$ cat config.mk
export PLATFORM = sky130hd
export DESIGN_NAME = dle_escape_frame_encoder_top
export DESIGN_NICKNAME = d
export VERILOG_FILES = /design/src/design/dlee_pkg.sv /design/src/design/dlee_front.sv /design/src/design/dlee_queue.sv /design/src/design/dlee_back.sv /design/src/design/dle_escape_frame_encoder_top.sv
export SDC_FILE = /design/constraint.sdc
export NUM_CORES = 1
export LEC_CHECK = 0
export BUFFER_PORTS_ARGS = -buffer_cell sky130_fd_sc_hd__buf_4
export CORE_MARGIN = 3
export CORE_UTILIZATION = 60
export CTS_BUF_LIST = sky130_fd_sc_hd__clkbuf_4
export DETAILED_ROUTE_END_ITERATION = 10
export HOLD_SLACK_MARGIN = 0.1
export PLACE_DENSITY = 0.79
export SYNTH_ARGS = -nofsm -noshare
export SYNTH_HDL_FRONTEND = slang
export SYNTH_HIERARCHICAL = 1
export SYNTH_SLANG_ARGS = --single-unit
$ cat constraint.sdc
create_clock -name clk -period 7.4 [get_ports clk]
set_clock_uncertainty 0.15 [all_clocks]
set_input_delay 0.37 -clock clk [delete_from_list [all_inputs] [get_ports clk]]
set_output_delay 0.37 -clock clk [all_outputs]
set_load 0.02 [all_outputs]
$ cat src/design/dlee_pkg.sv
// Package for the DLE escape frame encoder.
// Holds the register reset values, register indexes and the types shared by
// the front, queue and back modules. No dependencies.
package dlee_pkg;

  localparam int QUEUE_DEPTH_DEF = 2;

  localparam logic [7:0] DELIM_RESET  = 8'h10;
  localparam logic [7:0] ESC_RESET    = 8'h1B;
  localparam logic       APPEND_RESET = 1'b1;

  localparam logic [7:0] BIT5_FLIP = 8'h20;

  localparam int CFG_IDX_W = 2;
  localparam logic [CFG_IDX_W-1:0] REG_DELIM  = 2'd0;
  localparam logic [CFG_IDX_W-1:0] REG_ESC    = 2'd1;
  localparam logic [CFG_IDX_W-1:0] REG_APPEND = 2'd2;

  // Codes the back end needs to build line bytes.
  typedef struct packed {
    logic [7:0] delim;
    logic [7:0] esc;
  } cfg_t;

  // One classified message byte, as the front end hands it on.
  typedef struct packed {
    logic       open;
    logic [7:0] data;
    logic       data_esc;
    logic       last;
    logic       cks_en;
    logic [7:0] cks;
    logic       cks_esc;
  } job_t;

endpackage

$ cat src/design/dlee_front.sv
// Front end of the DLE escape frame encoder: configuration registers,
// input acceptance and classification of each byte. Depends on dlee_pkg.
module dlee_front (
  input  logic                           clk,
  input  logic                           rst_n,
  input  logic                           in_valid,
  output logic                           in_ready,
  input  logic [7:0]                     in_data_byte,
  input  logic                           in_last_byte,
  input  logic                           cfg_valid,
  output logic                           cfg_ready,
  input  logic [dlee_pkg::CFG_IDX_W-1:0] cfg_index,
  input  logic [7:0]                     cfg_data,
  input  logic                           q_full,
  output logic                           q_push,
  output dlee_pkg::job_t                 q_job,
  output dlee_pkg::cfg_t                 cfg
);

  logic [7:0] delim_r;
  logic [7:0] esc_r;
  logic       append_r;
  logic       inside_frame_r;
  logic       inside_frame_nxt;
  logic [7:0] message_xor_r;
  logic [7:0] message_xor_nxt;
  logic [7:0] mx;

  assign cfg_ready = 1'b1;
  assign in_ready  = !q_full;
  assign q_push    = in_valid && in_ready;

  assign cfg.delim = delim_r;
  assign cfg.esc   = esc_r;

  // A new frame starts its message checksum from zero.
  assign mx = (inside_frame_r ? message_xor_r : 8'h00) ^ in_data_byte;

  always_comb begin
    q_job.open     = !inside_frame_r;
    q_job.data     = in_data_byte;
    q_job.data_esc = (in_data_byte == delim_r) || (in_data_byte == esc_r);
    q_job.last     = in_last_byte;
    q_job.cks_en   = append_r;
    q_job.cks      = mx;
    q_job.cks_esc  = (mx == delim_r) || (mx == esc_r);
  end

  always_comb begin
    inside_frame_nxt = inside_frame_r;
    message_xor_nxt  = message_xor_r;
    if (q_push) begin
      inside_frame_nxt = !in_last_byte;
      message_xor_nxt  = in_last_byte ? 8'h00 : mx;
    end
  end

  always_ff @(posedge clk) begin
    if (!rst_n) begin
      delim_r        <= dlee_pkg::DELIM_RESET;
      esc_r          <= dlee_pkg::ESC_RESET;
      append_r       <= dlee_pkg::APPEND_RESET;
      inside_frame_r <= 1'b0;
      message_xor_r  <= 8'h00;
    end else begin
      inside_frame_r <= inside_frame_nxt;
      message_xor_r  <= message_xor_nxt;
      if (cfg_valid && cfg_ready) begin
        unique case (cfg_index)
          dlee_pkg::REG_DELIM:  delim_r  <= cfg_data;
          dlee_pkg::REG_ESC:    esc_r    <= cfg_data;
          dlee_pkg::REG_APPEND: append_r <= cfg_data[0];
          default: ;
        endcase
      end
    end
  end

endmodule

$ cat src/design/dlee_queue.sv
// Short queue of classified items between the front and back ends.
// Flip-flop storage, first in first out. Depends on dlee_pkg.
module dlee_queue #(
  parameter int QUEUE_DEPTH = dlee_pkg::QUEUE_DEPTH_DEF
) (
  input  logic           clk,
  input  logic           rst_n,
  input  logic           push,
  input  dlee_pkg::job_t push_job,
  output logic           full,
  input  logic           pop,
  output dlee_pkg::job_t pop_job,
  output logic           empty
);

  localparam int PTR_W = (QUEUE_DEPTH > 1) ? $clog2(QUEUE_DEPTH) : 1;
  localparam int CNT_W = $clog2(QUEUE_DEPTH + 1);
  localparam logic [PTR_W-1:0] PTR_LAST = PTR_W'(QUEUE_DEPTH - 1);
  localparam logic [CNT_W-1:0] CNT_FULL = CNT_W'(QUEUE_DEPTH);

  dlee_pkg::job_t   slot_r [QUEUE_DEPTH];
  logic [PTR_W-1:0] wr_ptr_r;
  logic [PTR_W-1:0] rd_ptr_r;
  logic [CNT_W-1:0] count_r;
  logic             do_push;
  logic             do_pop;

  assign full    = (count_r == CNT_FULL);
  assign empty   = (count_r == '0);
  assign do_push = push && !full;
  assign do_pop  = pop && !empty;
  assign pop_job = slot_r[rd_ptr_r];

  always_ff @(posedge clk) begin
    if (do_push) begin
      slot_r[wr_ptr_r] <= push_job;
    end
  end

  always_ff @(posedge clk) begin
    if (!rst_n) begin
      wr_ptr_r <= '0;
      rd_ptr_r <= '0;
      count_r  <= '0;
    end else begin
      if (do_push) begin
        wr_ptr_r <= (wr_ptr_r == PTR_LAST) ? '0 : wr_ptr_r + 1'b1;
      end
      if (do_pop) begin
        rd_ptr_r <= (rd_ptr_r == PTR_LAST) ? '0 : rd_ptr_r + 1'b1;
      end
      if (do_push && !do_pop) begin
        count_r <= count_r + 1'b1;
      end else if (do_pop && !do_push) begin
        count_r <= count_r - 1'b1;
      end
    end
  end

endmodule

$ cat src/design/dlee_back.sv
// Back end of the DLE escape frame encoder: steps through the line bytes of
// the item at the queue head, keeps the line checksum and drives the output
// register. Depends on dlee_pkg.
module dlee_back (
  input  logic           clk,
  input  logic           rst_n,
  input  dlee_pkg::cfg_t cfg,
  input  logic           q_empty,
  input  dlee_pkg::job_t q_job,
  output logic           q_pop,
  output logic           out_valid,
  input  logic           out_ready,
  output logic [7:0]     out_line_byte,
  output logic           out_run_last,
  output logic           out_frame_end
);

  localparam logic [2:0] ST_OPEN  = 3'd0;
  localparam logic [2:0] ST_DESC  = 3'd1;
  localparam logic [2:0] ST_DATA  = 3'd2;
  localparam logic [2:0] ST_CESC  = 3'd3;
  localparam logic [2:0] ST_CKS   = 3'd4;
  localparam logic [2:0] ST_LXOR  = 3'd5;
  localparam logic [2:0] ST_CLOSE = 3'd6;
  localparam logic [2:0] ST_DONE  = 3'd7;

  logic       busy_r;
  logic [2:0] step_r;
  logic [7:0] line_xor_r;
  logic [7:0] line_xor_nxt;
  logic       out_valid_r;
  logic [7:0] line_byte_r;
  logic       run_last_r;
  logic       frame_end_r;

  logic [2:0] first_step;
  logic [2:0] cur;
  logic [2:0] nxt;
  logic [7:0] byte_val;
  logic       advance;

  assign first_step = q_job.open ? ST_OPEN : (q_job.data_esc ? ST_DESC : ST_DATA);
  assign cur        = busy_r ? step_r : first_step;
  assign advance    = !q_empty && (!out_valid_r || out_ready);
  assign q_pop      = advance && (nxt == ST_DONE);

  always_comb begin
    byte_val = 8'h00;
    nxt      = ST_DONE;
    unique case (cur)
      ST_OPEN: begin
        byte_val = cfg.delim;
        nxt      = q_job.data_esc ? ST_DESC : ST_DATA;
      end
      ST_DESC: begin
        byte_val = cfg.esc;
        nxt      = ST_DATA;
      end
      ST_DATA: begin
        byte_val = q_job.data_esc ? (q_job.data ^ dlee_pkg::BIT5_FLIP) : q_job.data;
        if (!q_job.last) begin
          nxt = ST_DONE;
        end else if (q_job.cks_en) begin
          nxt = q_job.cks_esc ? ST_CESC : ST_CKS;
        end else begin
          nxt = ST_LXOR;
        end
      end
      ST_CESC: begin
        byte_val = cfg.esc;
        nxt      = ST_CKS;
      end
      ST_CKS: begin
        byte_val = q_job.cks_esc ? (q_job.cks ^ dlee_pkg::BIT5_FLIP) : q_job.cks;
        nxt      = ST_LXOR;
      end
      ST_LXOR: begin
        byte_val = line_xor_r;
        nxt      = ST_CLOSE;
      end
      ST_CLOSE: begin
        byte_val = cfg.delim;
        nxt      = ST_DONE;
      end
      default: begin
        byte_val = 8'h00;
        nxt      = ST_DONE;
      end
    endcase
  end

  // The opener restarts the line checksum; after the closer it is cleared.
  always_comb begin
    if (cur == ST_OPEN) begin
      line_xor_nxt = cfg.delim;
    end else if (cur == ST_CLOSE) begin
      line_xor_nxt = 8'h00;
    end else begin
      line_xor_nxt = line_xor_r ^ byte_val;
    end
  end

  always_ff @(posedge clk) begin
    if (advance) begin
      line_byte_r <= byte_val;
      run_last_r  <= (nxt == ST_DONE);
      frame_end_r <= (cur == ST_CLOSE);
      step_r      <= nxt;
    end
  end

  always_ff @(posedge clk) begin
    if (!rst_n) begin
      busy_r      <= 1'b0;
      line_xor_r  <= 8'h00;
      out_valid_r <= 1'b0;
    end else if (advance) begin
      busy_r      <= (nxt != ST_DONE);
      line_xor_r  <= line_xor_nxt;
      out_valid_r <= 1'b1;
    end else if (out_ready) begin
      out_valid_r <= 1'b0;
    end
  end

  assign out_valid     = out_valid_r;
  assign out_line_byte = line_byte_r;
  assign out_run_last  = run_last_r;
  assign out_frame_end = frame_end_r;

endmodule

$ cat src/design/dle_escape_frame_encoder_top.sv
// Top level of the DLE escape frame encoder: front end, item queue, back end.
// An accepted item is first written into a queue slot; the back end then registers each of its
// line bytes in the output register, the first of them once the item reaches the queue head.
// Each item gives 1 to 7 line bytes, one line byte per cycle while the output is not stalled;
// a plain byte inside a frame gives one line byte, an escaped byte two, trailer bytes one each.
// Reset (rst_n, synchronous): no frame open, checksums zero, queue empty, registers at defaults.
module dle_escape_frame_encoder_top #(
  parameter int QUEUE_DEPTH = dlee_pkg::QUEUE_DEPTH_DEF
) (
  input  logic                           clk,
  input  logic                           rst_n,
  input  logic                           in_valid,
  output logic                           in_ready,
  input  logic [7:0]                     in_data_byte,
  input  logic                           in_last_byte,
  output logic                           out_valid,
  input  logic                           out_ready,
  output logic [7:0]                     out_line_byte,
  output logic                           out_run_last,
  output logic                           out_frame_end,
  input  logic                           cfg_valid,
  output logic                           cfg_ready,
  input  logic [dlee_pkg::CFG_IDX_W-1:0] cfg_index,
  input  logic [7:0]                     cfg_data
);

  dlee_pkg::job_t push_job;
  dlee_pkg::job_t head_job;
  dlee_pkg::cfg_t cfg;
  logic           q_push;
  logic           q_full;
  logic           q_pop;
  logic           q_empty;

  dlee_front u_front (
    .clk          (clk),
    .rst_n        (rst_n),
    .in_valid     (in_valid),
    .in_ready     (in_ready),
    .in_data_byte (in_data_byte),
    .in_last_byte (in_last_byte),
    .cfg_valid    (cfg_valid),
    .cfg_ready    (cfg_ready),
    .cfg_index    (cfg_index),
    .cfg_data     (cfg_data),
    .q_full       (q_full),
    .q_push       (q_push),
    .q_job        (push_job),
    .cfg          (cfg)
  );

  dlee_queue #(
    .QUEUE_DEPTH (QUEUE_DEPTH)
  ) u_queue (
    .clk      (clk),
    .rst_n    (rst_n),
    .push     (q_push),
    .push_job (push_job),
    .full     (q_full),
    .pop      (q_pop),
    .pop_job  (head_job),
    .empty    (q_empty)
  );

  dlee_back u_back (
    .clk           (clk),
    .rst_n         (rst_n),
    .cfg           (cfg),
    .q_empty       (q_empty),
    .q_job         (head_job),
    .q_pop         (q_pop),
    .out_valid     (out_valid),
    .out_ready     (out_ready),
    .out_line_byte (out_line_byte),
    .out_run_last  (out_run_last),
    .out_frame_end (out_frame_end)
  );

endmodule

==> impl_metrics.toml, run 1 <==
[status]
status = "finished, final reports clean"

[pwr]
p_comb_frac = 0.344
p_leak_uw = 0.00213
power.internal_uw = 1080
clkPwrFrac = 0.183
p_switching_uw = 617
power.density_mw_per_mm2 = 297
pwr-share-seq = 0.473
peakVddDrop_uv = 180
switching_share = 0.364

[die]
pin_count = 37
coreArea_mm2 = 0.00830
die_y_um = 99.0
std_cell_rows = 33
start_util = 0.625
die_w_um = 99.0
die_area_mm2 = 0.00980

[worst_hold_path]
worstHoldPathType = "primary input to flop"
min_path_cells = 4
worst_hold_path.endpoint = "u_front/append_r"
min_from = "cfg_index[0]"

[final_layout]
multi_input_area_mm2 = 0.00245
fin_cells = 607
syn2layout_area_growth_pct = 10.1
drive_gt1_frac = 0.185
ff_latch_area_mm2 = 0.00247
insertedDiodeCount = 0
fillerInstances = 612
final_nets = 522

[worst_setup_path]
rr_worst_depth = 9
reg2reg_setup_slack_ns = 3.61
worstReg2RegEnd = "u_queue/count_r[1]"
worstPathArrival_ns = 4.01
cp.required_ns = 7.62
end_kind = "flop"
crit_type = "flop to flop"
start_kind = "flop"
critical_path_peak_fanout = 21

[clock_tree]
clock_path_buffers = 2
cts_tree = "built"
clkLatencyLatePin_ns = 0.42
clk_pin_slew_ns = 0.15
cts-root-buf = "clkbuf_4"
cts.repair.resized = 0
numCtsBuffers = 9
post_cts_buffers = 0
ctsHoldBuffers = 19
htreeDepth = 3
clock_sinks = 96

[timing]
period_share = 0.512
fmax_mhz = 264
final-hold-violation-count = 0
setup_tns_ns = 0
slew_viol_final = 0
worst_slew_pin_slew_ns = 1.34
max_slew_margin = 0.103
finalSetupViolCount = 0
rsz0062_at_grt = "false"
fin_crit_ns = 3.79

[synth]
synth_top_area_share = 0.318
syn_area_mm2 = 0.00519
synth_area_per_cell_um2 = 11.2
synth.net_count = 490
ys_dominant_reg_cell = "edfxtp_1"
yosysTopAreaCell = "edfxtp_1"
synthArstFlopShare = 0
ys_types = 70
ys_warn_count = 6
syn_inst = 465
seq_area_frac_synth = 0.477
yosys-top-cells-count = "edfxtp_1, dfxtp_1, xnor2_1, mux2i_1, nor2b_1"
ys_top_cells_by_area = "edfxtp_1, dfxtp_1, mux2i_1"
synth_edf_count = 55
ys_ff_latch = 96
yosys.cell_count.top_type = "edfxtp_1"

[global_route]
grt_max_degree = 37
grt_pass1_wl_um = 19200
grt_pass1_vias = 3715
grt_overflow = 0
grt_usage = 0.251
antenna_found_initial = 0

[route]
first_pass_iters = 5
via_per_inst = 6.25
first_iter_violations = 290
routed_wl_um = 11900
drc_errors = 0
num_vias = 3794
ant_nets = 0
drt-wirelength-per-cell_um = 19.6

[placement]
io_buffers = 35
globalplace.congestion = 0.960
hpwlAfterDp_um = 8330
dpl.cell_count = 572

[flow_run]
maxCapViolCount = 0
## metrics by stage
| stage | util | total power [µW] | area (µm²) | setup WS, ns | hold WS, ns |
|---|---|---|---|---|---|
| after floorplan | - | 1230 | 5190 | 4.36 | 0.296 |
| after detailed placement | 0.646 | 1370 | 5360 | 3.64 | 0.342 |
| after CTS | 0.688 | 1690 | 5710 | 3.61 | 0.144 |
| after global placement | 0.646 | 1360 | 5360 | 3.73 | 0.328 |
| after global routing | 0.688 | 1780 | 5710 | 3.38 | 0.161 |
| final | 0.688 | 1690 | 5710 | 3.61 | 0.157 |
## metal layers
layer  vias to the layer above  part of all wire  global-route usage
met5                         -                 0                   0
met4                         0             0.037               0.117
met3                        37             0.067              0.0446
met2                       168              0.49               0.415
met1                      1832              0.41               0.320
li1                       1757                 -                   -
## power by group through the flow
stage,sequential [µW],combinational (µW),clock [µW]
5_1_grt,813,630,339
3_3_place_gp,805,552,0
4_1_cts,798,574,319
3_5_place_dp,811,564,0
6_report,801,582,311
2_1_floorplan,789,437,0
## worst max-delay path by stage
stage,end,slack [ns],depth (start not counted),from
CTS,u_queue/count_r[1],3.61,9,flop
floorplan,u_queue/count_r[1],4.36,12,flop
detailed placement,u_queue/count_r[1],3.64,9,flop
global placement,u_queue/count_r[1],3.73,9,flop
global route,u_queue/count_r[1],3.38,9,flop
finish,u_queue/count_r[1],3.61,9,flop
## layout make-up
| cell class | instances | area share |
|---|---|---|
| clock buffers | 9 | 0.0118 |
| multi-input cells | 325 | 0.428 |
| inverters | 9 | 0.00591 |
| repair buffers | 56 | 0.0819 |
| flip-flops and latches | 96 | 0.433 |
| clock inverters | 7 | 0.0162 |
| well taps | 105 | 0.0230 |
## worst max-delay path: stages (launching register included)
cell      delay (ns)
dfxtp_1         0.96
mux2_2          0.49
or3_1           0.53
and2_1          0.23
o21ai_1         0.18
and3_1          0.25
o21ai_1         0.13
ha_1            0.33
or3_1           0.35
a21boi_1        0.14
## logic make-up (layout without fill, tap and decap cells)
group                      Yosys count  in the layout  share of synthesized area
AOI/OAI and AO/OA                   90             90                      0.126
adders and majority gates            1              1                    0.00241
other                                1              1                   0.000723
buffers and inverters               44             81                     0.0519
muxes                               49             49                     0.0999
xor gates and xnor gates            40             40                     0.0719
and+or+nand+nor                    144            144                      0.171
DFF                                 96             96                      0.477
## cell usage in the layout, fill, tap and decap left out, types with 3 or more instances in the layout
| cell | count |
|---|---|
| and3b_1 | 3 |
| mux2_2 | 21 |
| o21ai_1 | 5 |
| nor2b_1 | 23 |
| buf_4 | 37 |
| dlygate4sd3_1 | 19 |
| nand3b_1 | 4 |
| edfxtp_1 | 55 |
| a21boi_1 | 10 |
| dfxtp_1 | 41 |
| xnor2_1 | 28 |
| nand2_1 | 22 |
| nor3b_1 | 3 |
| a31oi_1 | 3 |
| a21o_1 | 6 |
| nor4_1 | 6 |
| a22oi_1 | 9 |
| or3_1 | 9 |
| and2_1 | 6 |
| a21oi_1 | 14 |
| a21boi_0 | 6 |
| clkbuf_4 | 9 |
| inv_1 | 7 |
| nor3_1 | 9 |
| nand2b_1 | 14 |
| nand4_1 | 5 |
| a32oi_1 | 7 |
| nand3_1 | 4 |
| mux2i_1 | 27 |
| o21ai_0 | 11 |
| and3_1 | 6 |
| nor2_1 | 13 |
| xor2_1 | 10 |
## registers in the layout (all words and copies together) (netlist names), 2 cells and up, named ones only
signal / count
u_queue/slot_r: 42
u_back/line_xor_r: 8
u_back/out_line_byte: 8
u_front/delim_r: 8
u_front/esc_r: 8
u_front/message_xor_r: 8
u_back/step_r: 3
u_queue/count_r: 2
(Power assumes the default switching activity.)
==> inputs of run 2 (changes only) <==
Settings changed: ABC_AREA from default to 1, CORE_UTILIZATION 60 to 57.
Clock period 7.4 ns to 3.2 ns, I/O delays scaled along.
==> run 2 against run 1 <==
Clock-buffer cell count unchanged. Sequential share of layout area is 0.85 points lower. Largest cell class unchanged. Wire length increased by 0.83%. Via count is 14% higher. Fmax is 29% higher. Critical path depth increased by 12.
==> impl_metrics.toml, run 2 <==
[flow_run]
maxCapViolCount = 0

[clock_tree]
post_cts_buffers = 0
cts_tree = "built"
clock_path_buffers = 2
numCtsBuffers = 9
clock_sinks = 96
clk_pin_slew_ns = 0.16
clkLatencyLatePin_ns = 0.43
cts-root-buf = "clkbuf_4"
htreeDepth = 3

[route]
routed_wl_um = 12000
num_vias = 4330
first_pass_iters = 5
ant_nets = 0
via_per_inst = 5.43
first_iter_violations = 311
drt-wirelength-per-cell_um = 15.1
drc_errors = 0

[timing]
setup_tns_ns = 0
finalSetupViolCount = 0
worst_slew_pin_slew_ns = 0.945
max_slew_margin = 0.369
fmax_mhz = 341
period_share = 0.917
setup_ws_ns = 0.265
slew_viol_final = 0
fin_crit_ns = 2.94
rsz0062_at_grt = "false"
final-hold-violation-count = 0

[worst_setup_path]
crit_family = "simple AND/OR/NAND/NOR gates"
worstPathArrival_ns = 3.17
critPathBufInv = 7
end_kind = "flop"
start_kind = "flop"
critical_path_peak_fanout = 9
crit_type = "flop to flop"
max_stage_delay_ns = 0.44
cp_common_cell = "inv_1"
crit_chain = "mux2_2 > nor2_1 > nand2_1 > nand2_4 > nand3_4 > inv_2 > nand2_1 > nand3_1 > nand3_1 > inv_2 > nand2_1 > inv_1 > inv_1 > nor2_2 > inv_1 > ha_1 > inv_1 > nand3_1 > nand2_1 > inv_1 > nor2_1"
slowest_stage = "dfxtp_1"
cp.required_ns = 3.43

[placement]
io_buffers = 35
dp_slack_ns = 0.264
globalplace.congestion = 0.920
hpwlAfterDp_um = 8790

[synth]
synthArstFlopShare = 0
yosysTopAreaCell = "edfxtp_1"
synth_top_area_share = 0.320
synth_area_per_cell_um2 = 8.20
ys_dominant_reg_cell = "edfxtp_1"
syn_area_mm2 = 0.00516
ys_warn_count = 6
synth.net_count = 655
synth_edf_count = 55
ys_types = 30
yosys-top-cells-count = "nand2_1, inv_1, edfxtp_1, nand3_1, dfxtp_1"
ys_top_cells_by_area = "edfxtp_1, dfxtp_1, nand2_1"
ys_ff_latch = 96
yosys.cell_count.top_type = "nand2_1"
seq_area_frac_synth = 0.479
syn_inst = 630

[die]
std_cell_rows = 34
die_w_um = 101
pin_count = 37
start_util = 0.589
coreArea_mm2 = 0.00876
die_y_um = 101
die_area_mm2 = 0.0102

[global_route]
antenna_found_initial = 0
grt_overflow = 0
grt_pass1_vias = 4107
grt_pass1_wl_um = 19200
grt_max_degree = 32
grt_usage = 0.243

[worst_hold_path]
worstHoldPathType = "primary input to flop"

[final_layout]
insertedDiodeCount = 0
utilization = 0.665
largest_reg_flops = 42
most-common-layout-cells = "nand2_1, inv_1, edfxtp_1"
syn2layout_area_growth_pct = 12.8
drive_gt1_frac = 0.171
final_common_cell = "nand2_1"
final_nets = 709
top_register = "u_queue/slot_r"

[pwr]
peakVddDrop_uv = 335
power.density_mw_per_mm2 = 610
p_leak_uw = 0.00272

[status]
status = "finished, final reports clean"
==> run 2: worst paths after layout <==
check | start | cells past startpoint | endpoint | slack (ns)
worst max register to register | flop | 21 | u_queue/count_r[1] | 0.26
worst max-delay path | flop | 21 | u_queue/count_r[1] | 0.26
worst min-delay path | cfg_valid | 3 | u_front/esc_r[6] | 0.25
worst min register to register | u_front/message_xor_r[2] | 2 | u_front/message_xor_r[2] | 0.37
==> run 2: through the flow <==
| step | hold slack, ns | cell area, µm² | total power [µW] | cells |
|---|---|---|---|---|
| after CTS | 0.248 | 5820 | 3550 | 797 |
| after floorplan | 0.131 | 5160 | 2610 | 630 |
| after global routing | 0.283 | 5830 | 3770 | 797 |
| final | 0.251 | 5830 | 3550 | 797 |
| after detailed placement | 0.221 | 5440 | 2970 | 755 |
| after global placement | 0.220 | 5440 | 2920 | 755 |
==> run 2: report_power, final <==
group	switching, µW	internal [µW]
clock network	406	158
logic	847	442
registers	129	1570
==> run 2: worst reg2reg max path, stage by stage (launching register included) <==
cell and delay, ns:
dfxtp_1 0.44, mux2_2 0.41, nor2_1 0.19, nand2_1 0.12
nand2_4 0.16, nand3_4 0.10, inv_2 0.07, nand2_1 0.05
nand3_1 0.08, nand3_1 0.09, inv_2 0.07, nand2_1 0.06
inv_1 0.05, inv_1 0.04, nor2_2 0.12, inv_1 0.06
ha_1 0.29, inv_1 0.08, nand3_1 0.08, nand2_1 0.06
inv_1 0.05, nor2_1 0.08
==> run 2: layer usage <==
metal  global-route usage  wire [µm]  up-vias
li1                     -          -     2154
met1                0.306       5280     2036
met2                0.415       5960      118
met3               0.0310        470       22
met4                0.112        316        0
met5                    0          0        -
==> run 2: logic make-up (layout without fill, tap and decap cells) <==
group                      after synthesis  count (layout)  synth area share
muxes                                   21              21            0.0458
AOI/OAI and AO/OA                       73              73            0.0766
xor gates and xnor gates                 9               9            0.0153
adders and majority gates                1               1           0.00242
other                                    1               1          0.000726
and+or+nand+nor                        310             310             0.278
buffers and inverters                  119             178             0.102
DFF                                     96              96             0.479
==> run 2: what timing repair did <==
item | in CTS | in global routing
hold buffers | 26 | 0
endpoints found under the hold margin | 71 | 0
endpoints found under the setup margin | 0 | 1
resized for setup | 0 | 1
==> run 2: layout make-up <==
| class | count | area (µm²) |
|---|---|---|
| clock buffer | 9 | 67.6 |
| clock inverter | 7 | 48.8 |
| fill | 717 | 2940 |
| inverter | 95 | 357 |
| multi-input combinational | 415 | 2180 |
| sequential | 96 | 2470 |
| tap | 108 | 135 |
| timing repair buffer | 67 | 568 |
